### src/rtl/interval_range_table_unit_macros.svh
// Assertion macros for the interval range table.
// Used by the top level; expects a clock named i_clk and a reset named i_rst_n in scope.
`ifndef INTERVAL_RANGE_TABLE_UNIT_MACROS_SVH
`define INTERVAL_RANGE_TABLE_UNIT_MACROS_SVH

// Checks that a property holds at every clock edge outside reset.
`define IRT_ASSERT(lbl, prop, msg) \
    lbl: assert property (@(posedge i_clk) disable iff (!i_rst_n) (prop)) else $error(msg);

// Checks a property at every clock edge, reset included.
`define IRT_ASSERT_ALWAYS(lbl, prop, msg) \
    lbl: assert property (@(posedge i_clk) (prop)) else $error(msg);

`endif

### src/rtl/irt_pkg.sv
// Shared types and constants for the interval range table.
// No dependencies; imported by every module of the block.
package irt_pkg;

    localparam int MAX_RANGES = 16;
    localparam int CNT_W      = $clog2(MAX_RANGES + 1);
    localparam int NUM_W      = $clog2(2 * MAX_RANGES + 2);

    localparam logic [2:0] CMD_ALLOC   = 3'd0;
    localparam logic [2:0] CMD_RELEASE = 3'd1;
    localparam logic [2:0] CMD_CHECK   = 3'd2;
    localparam logic [2:0] CMD_LIST    = 3'd3;
    localparam logic [2:0] CMD_MERGE   = 3'd4;

    localparam logic [1:0] ST_OK      = 2'd0;
    localparam logic [1:0] ST_INVALID = 2'd1;
    localparam logic [1:0] ST_FULL    = 2'd2;

    typedef struct packed {
        logic signed [31:0] lo;
        logic signed [31:0] hi;
    } t_range;

    typedef struct packed {
        logic [2:0]         cmd;
        logic signed [31:0] range_start;
        logic signed [31:0] range_end;
    } t_in_item;

    typedef struct packed {
        logic [1:0]         status;
        logic               available;
        logic signed [31:0] out_start;
        logic signed [31:0] out_end;
        logic               entry_valid;
        logic               last;
    } t_out_item;

endpackage

### src/rtl/irt_cell.sv
// One storage cell of the range chain: holds one range pair.
// Depends on irt_pkg for the range type.
module irt_cell (
    input  logic          i_clk,
    input  logic          i_shift,
    input  irt_pkg::t_range i_shift_data,
    input  logic          i_load,
    input  irt_pkg::t_range i_load_data,
    output irt_pkg::t_range o_data
);
    import irt_pkg::*;

    t_range r_data;

    // A load has priority over taking the neighbor's value.
    always_ff @(posedge i_clk) begin
        if (i_load) begin
            r_data <= i_load_data;
        end else if (i_shift) begin
            r_data <= i_shift_data;
        end
    end

    assign o_data = r_data;

endmodule

### config.mk
export PLATFORM = sky130hd
export DESIGN_NAME = irt_cell
export DESIGN_NICKNAME = d
export VERILOG_FILES = /design/src/rtl/interval_range_table_unit_macros.svh /design/src/rtl/irt_pkg.sv /design/src/rtl/irt_cell.sv
export SDC_FILE = /design/constraint.sdc
export NUM_CORES = 1
export LEC_CHECK = 0
export BUFFER_PORTS_ARGS = -buffer_cell sky130_fd_sc_hd__buf_2
export CORE_UTILIZATION = 25
export CTS_CLUSTER_DIAMETER = 80
export DETAILED_ROUTE_END_ITERATION = 8
export GPL_ROUTABILITY_DRIVEN = 0
export PLACE_DENSITY_LB_ADDON = 0.05
export SLEW_MARGIN = 40
export SYNTH_ARGS = -nofsm -noshare
export SYNTH_HDL_FRONTEND = slang
export SYNTH_SLANG_ARGS = --single-unit
### constraint.sdc
create_clock -name i_clk -period 4.08 [get_ports i_clk]
set_input_delay 0.816 -clock i_clk [delete_from_list [all_inputs] [get_ports i_clk]]
set_output_delay 0.816 -clock i_clk [all_outputs]
set_load 0.02 [all_outputs]
==> results.md, run 1 <==
* Status: complete, no violations
* Pleak at 0.00202 µW
* Cell Rows at 39
* Final Cell Area at between 4000 and 5000 µm²
* Cell chosen for the clock root: sky130_fd_sc_hd__clkbuf_16
* Worst supply voltage drop on vdd at approximately 0.15 mV
* Synthesized area per cell at between 20 and 25 µm²
* Layout cells sized above 1 at between 80% and 90%
* Antenna violations before repair at 0
* CTS tree: done
* Number of hold-slack violations in the final timing report at 0
* Max H-tree Level at 3
* Global-route wire length before repair at 9870 µm
* Leading post-synthesis cells by cell area: sky130_fd_sc_hd__edfxtp_1 66%, sky130_fd_sc_hd__mux2_4 25%, sky130_fd_sc_hd__mux2_2 5.8%, sky130_fd_sc_hd__buf_6 2.3%, sky130_fd_sc_hd__or2_1 0.22%
* Floorplan die area at around 12,000 µm²
* Area delta synth->final at 46.6%
* Pin slew with the least headroom to its limit at 0.522 ns
* Total wirelength of the detailed-routed design at roughly 7000 µm
* Unrepaired setup endpoints after global routing: no
* Number of buffers inserted by port buffering at 194
* CTS Buf Count at 9
* Total negative setup slack at 0 ns
* End-of-flow core utilization at 37.5%
* Power per cell area at 428 nW/µm²
* Vias in the first global route at about 2k
* Capturing element type of the critical path: register
* First-pass iteration count of the detailed router at 4
* Worst setup path category: in2reg
* Routed Antenna Nets at 0
* Post-CTS resize count at 0
* Signal arrival time at the worst endpoint at around 2.1 ns
* Max cap viols at 0
* Clock transition at path regs at ~0.05 ns
* Place WS at 1.66 ns
* Slew HR at between 60% and 70%
* # diodes at 0
* Die height at 110 µm
* Number of setup violations in the final report at 0
* Flip-flop count of the largest register, all copies and words added at 64
* CP required at 4.15 ns
* Met2 routed wirelength at approximately 3600 µm
* Minimum period implied by the final worst setup slack at a little over 2 ns
* Crit path max fanout at 32
* Synth cell count leaders: 64 x sky130_fd_sc_hd__edfxtp_1, 49 x sky130_fd_sc_hd__mux2_4, 15 x sky130_fd_sc_hd__mux2_2, 6 x sky130_fd_sc_hd__buf_6
* TritonCTS Sinks at 64
* Largest net degree at the start of global routing at 35
* Share of the synthesized area in the top cell type at 66.1%
* Via total after detailed routing at about 2.0k
* Longest Clk Path Bufs at 2
* Net count of the finished layout at approximately 470
* Register Area at between 1500 and 2000 µm²
* Final max-slew violation count at 0
* Overall Global Routing Usage at 11.5%
* Seq cells post-synth at 64
* Worst-case setup margin in the final layout at about 2.0 ns
* Wire length on met3 at 660 µm
* Multi-input gate area in the final layout at a little over 900 µm²
* Final Cycle Share at 50.1%
* Final global-route overflow total at 0
* Async S/R FF share, synth at 0%
* Number of design-rule violations left by the first detailed-router iteration at 49
* Worst setup SP type: primary input
* Via-to-Cell Ratio at a little over 4
* Sequential element share of the synthesized area at 66.1%
* Number of placed I/O pins at 195
* Highest metal used: met4
* CTS hold repair buffers at 0
* Half-perimeter wire length after placement at 5280 µm
* Count of mapped cells out of synthesis at roughly 140
* Count of buffers added by post-CTS timing repair for setup at 0
* Starting density of the core at 25.6%
* Primary flip-flop cell chosen by synthesis mapping: sky130_fd_sc_hd__edfxtp_1
* Most common cell in the synthesized netlist: sky130_fd_sc_hd__edfxtp_1
* M1 wire length at 2790 µm
* Count of flip-flops with a built-in enable after synthesis at 64
* Synth area leader: sky130_fd_sc_hd__edfxtp_1
* Die extent in x at 110 µm
* Library cells used by synthesis at 6
* Mapped Area at 2910 µm²
* Maximum clock frequency at just under 0.5 GHz
* Core footprint at 11,400 µm²
* Cell area reported after detailed placement at about 4000 µm²
* Remaining DRCs at 0
* Average wire per standard cell at roughly 15 µm
* Yosys warning count at 0
* Filler cell count in the final layout at 1,127
* Mapped Nets at between 200 and 300
* Tightest Hold Check Type: in2reg
[final cells by class]
| class | count | area share (%) |
|---|---|---|
| tap | 143 | 4.20 |
| sequential | 64 | 45.1 |
| clock buffer | 12 | 5.55 |
| multi-input combinational | 65 | 21.4 |
| clock inverter | 2 | 0.206 |
| timing repair buffer | 198 | 23.6 |
[report_power, final]
group / switching [µW] / leakage, µW / internal [µW]
logic: 182 / 0.00125 / 160
clock network: 258 / 0.000120 / 401
registers: 15.5 / 0.000652 / 808
[layer usage]
| metal | GRT usage, % | vias up |
|---|---|---|
| met5 | 0 | - |
| met3 | 4.98 | 7 |
| li1 | - | 939 |
| met2 | 19.6 | 111 |
| met1 | 12.6 | 894 |
| met4 | 4.57 | 0 |
[placed cells by master, fill, tap and decap left out]
cell | netlist | routed
sky130_fd_sc_hd__edfxtp_1 | 64 | 64
sky130_fd_sc_hd__clkinv_1 | 0 | 1
sky130_fd_sc_hd__clkinv_2 | 0 | 1
sky130_fd_sc_hd__clkbuf_1 | 0 | 3
sky130_fd_sc_hd__buf_4 | 0 | 5
sky130_fd_sc_hd__or2_2 | 0 | 1
sky130_fd_sc_hd__clkbuf_16 | 0 | 9
sky130_fd_sc_hd__mux2_4 | 49 | 49
sky130_fd_sc_hd__mux2_2 | 15 | 15
sky130_fd_sc_hd__buf_2 | 1 | 193
[through the flow]
step                instances  total power (µW)  hold WS (ns)
finish                    484              1820         0.791
global route              484              1910         0.776
CTS                       484              1860         0.773
global placement          470              1180          1.12
detailed placement        470              1190          1.12
floorplan                 136              1040          1.03
[logic make-up after synthesis]
family                 synth area share [%]
buffers and inverters                  2.50
flip-flops                             66.1
multiplexers                           31.1
AND/OR/NAND/NOR                       0.215
[path summary, 6_finish.rpt]
path / start / end / slack [ns] / cells past startpoint
max: i_load / o_data[9] / 2.04 / 3
min: i_load_data[49] / o_data[49] / 0.79 / 2
[critical path, cell delays in order]
cell and delay (ns):
sky130_fd_sc_hd__buf_4 0.42, sky130_fd_sc_hd__buf_4 0.46, sky130_fd_sc_hd__mux2_2 0.38
Power figures use the tool's default switching activity.
==> run 2: changes to the inputs <==
==> constraint.sdc (replaced) <==
create_clock -name i_clk -period 1.7 [get_ports i_clk]
set_input_delay 0.34 -clock i_clk [delete_from_list [all_inputs] [get_ports i_clk]]
set_output_delay 0.34 -clock i_clk [all_outputs]
set_load 0.02 [all_outputs]
==> run 2 against run 1 <==
Sequential power increased by 140%. Sequential share of layout area decreased by 1.1 points. Hold slack got worse by 0.48 ns. Setup slack got worse by 1.6 ns. Highest routed layer unchanged. Cell area increased by 2.6%. Sequential cell count unchanged. Die area unchanged. Largest cell class unchanged. Power increased to 2.5 times the previous value. Count of clock-buffer cells in the layout decreased by 1.
==> results.md, run 2 (synthesized netlist as in run 1, its figures left out) <==
* Worst setup SP type: register (was primary input)
* Number of design-rule violations left by the first detailed-router iteration at 57 (was 49)
* Worst supply voltage drop on vdd at 0.372 mV (was 0.146 mV)
* Met3 usage in global routing at 4.74% (was 4.98%)
* Pin slew with the least headroom to its limit at 0.282 ns (was 0.522 ns)
* GR Util met1 at 11.7% (was 12.6%)
* First-pass iteration count of the detailed router at 4 (unchanged)
* Pleak at 0.00207 µW (was 0.00202 µW)
* Number of setup violations in the final report at 0 (unchanged)
* Floorplan die area at 12,100 µm² (unchanged)
* Crit path depth at 1 (was 3)
* Status: complete, no violations (unchanged)
* Final Cycle Share at a little under three quarters
* Power per cell area at 1050 nW/µm² (was 428 nW/µm²)
* Global-route wire length before repair at 9920 µm (was 9870 µm)
* Cell chosen for the clock root: sky130_fd_sc_hd__clkbuf_16 (unchanged)
* Average wire per standard cell at 14.3 µm (was 14.7 µm)
* Via total after detailed routing at 1,954 (was 1,951)
* Via-to-Cell Ratio at 4.00 (was 4.03)
* TritonCTS Sinks at 64 (unchanged)
* Number of instances on the worst hold path at 2 (unchanged)
* Longest Clk Path Bufs at 2 (unchanged)
* Final global-route overflow total at 0 (unchanged)
* Max H-tree Level at 3 (unchanged)
* CTS Buf Count at 9 (unchanged)
* Count of buffers added by post-CTS timing repair for setup at 0 (unchanged)
* Post-CTS resize count at 0 (unchanged)
* Gr busiest metal: met2 (unchanged)
* Slowest CP cell: sky130_fd_sc_hd__edfxtp_1 (was sky130_fd_sc_hd__buf_4)
* Tightest Hold Check Type: in2reg (unchanged)
* Most common cell after layout, fill and taps aside: sky130_fd_sc_hd__buf_2 (unchanged)
* Minimum period implied by the final worst setup slack at 1.22 ns
* Number of placed I/O pins at 195 (unchanged)
* CTS hold repair buffers at 0 (unchanged)
* Largest stage delay on the critical path at 0.38 ns (was 0.46 ns)
* Remaining DRCs at 0 (unchanged)
* Largest net degree at the start of global routing at 33 (was 35)
* CTS tree: done (unchanged)
* CP cell instances: buf_2 (was buf_4 > buf_4 > mux2_2)
* End-of-flow core utilization at 38.4% (was 37.5%)
* Worst setup path category: reg2out (was in2reg)
* Top delay family on crit path: flip-flops (was buffers and inverters)
* Max cap viols at 0 (unchanged)
* Slew HR at 81.2% (was 65.2%)
* Crit path max fanout at 1 (was 32)
* Number of buffers inserted by port buffering at 194 (unchanged)
* Final max-slew violation count at 0 (unchanged)
* CP required at 1.36 ns (was 4.15 ns)
* Unrepaired setup endpoints after global routing: no (unchanged)
* Number of hold-slack violations in the final timing report at 0 (unchanged)
* Area delta synth->final at 50.4% (was 46.6%)
* Total wirelength of the detailed-routed design at 7010 µm (was 7110 µm)
* Global-route met2 utilization at 20.1% (was 19.6%)
* Die extent in x at 110 µm (unchanged)
* Net count of the finished layout at 472 (was 469)
* Core footprint at 11,400 µm² (unchanged)
* Commonest cells after routing, fill and taps aside: 193 x sky130_fd_sc_hd__buf_2, 64 x sky130_fd_sc_hd__edfxtp_1, 49 x sky130_fd_sc_hd__mux2_4, 15 x sky130_fd_sc_hd__mux2_2, 9 x sky130_fd_sc_hd__clkbuf_16 (unchanged)
* Signal arrival time at the worst endpoint at 0.88 ns (was 2.12 ns)
* Clock transition at path regs at 0.05 ns (about the same)
* # diodes at 0 (unchanged)
* Count of buffering cells on the critical path with inverters included at 1 (was 2)
* Die height at 110 µm (unchanged)
* Layout cells sized above 1 at 80.3% (was 80.1%)
* Capturing element type of the critical path: output port (was register)
* Maximum clock frequency at between 0.8 and 0.9 GHz
* Routed Antenna Nets at 0 (unchanged)
* Cell Rows at 39 (unchanged)
* Overall Global Routing Usage at 11.8% (was 11.5%)
* Starting density of the core at 25.6% (unchanged)
* Flip-flop count of the largest register, all copies and words added at 64 (unchanged)
* Half-perimeter wire length after placement at 5280 µm (about the same)
* Vias in the first global route at 1,997 (was 1,961)
* Total negative setup slack at 0 ns (unchanged)
* Antenna violations before repair at 0 (unchanged)
==> run 2: cell count changes in the layout (fill, tap and decap cells not counted), sizes merged <==
cell	previous run	this run
buf	198	201
bufinv	0	1
clkbuf	12	11
clkinv	2	4
==> run 2: area by class of cell <==
class | instances | area (µm²)
timing repair buffer | 201 | 1080
clock buffer | 11 | 233
fill | 1145 | 7000
clock inverter | 5 | 47.5
multi-input combinational | 65 | 913
tap | 143 | 179
sequential | 64 | 1920
==> run 2: path summary, 6_finish.rpt <==
check,from,end,slack (ns)
setup / recovery,o_data[34],o_data[34],0.48
hold / removal,i_shift_data[21],o_data[21],0.31
==> run 2: routing by layer <==
metal  part of all wire [%]  up-vias  wire length, µm
li1                       -      948                -
met5                      0        -                0
met1                     36      882             2510
met2                     51      112             3590
met3                     11       12              741
met4                    2.4        0              165
==> run 2: metrics by stage <==
step	setup WS [ns]	hold WS (ns)	power, µW	cells	area [µm²]
global placement	0.253	0.641	2850	473	4090
finish	0.479	0.309	4580	489	4370
CTS	0.444	0.295	4660	489	4370
floorplan	0.132	0.557	2500	136	2910
detailed placement	0.234	0.643	2860	473	4090
global route	0.439	0.301	4780	489	4370
==> run 2: where the power goes <==
part	leakage (µW)	total, µW	internal (µW)	switching, µW
combinational	0.00128	830	400	430
sequential	0.000652	1980	1940	38.9
clock	0.000138	1770	1120	647
total	0.00207	4580	3460	1120
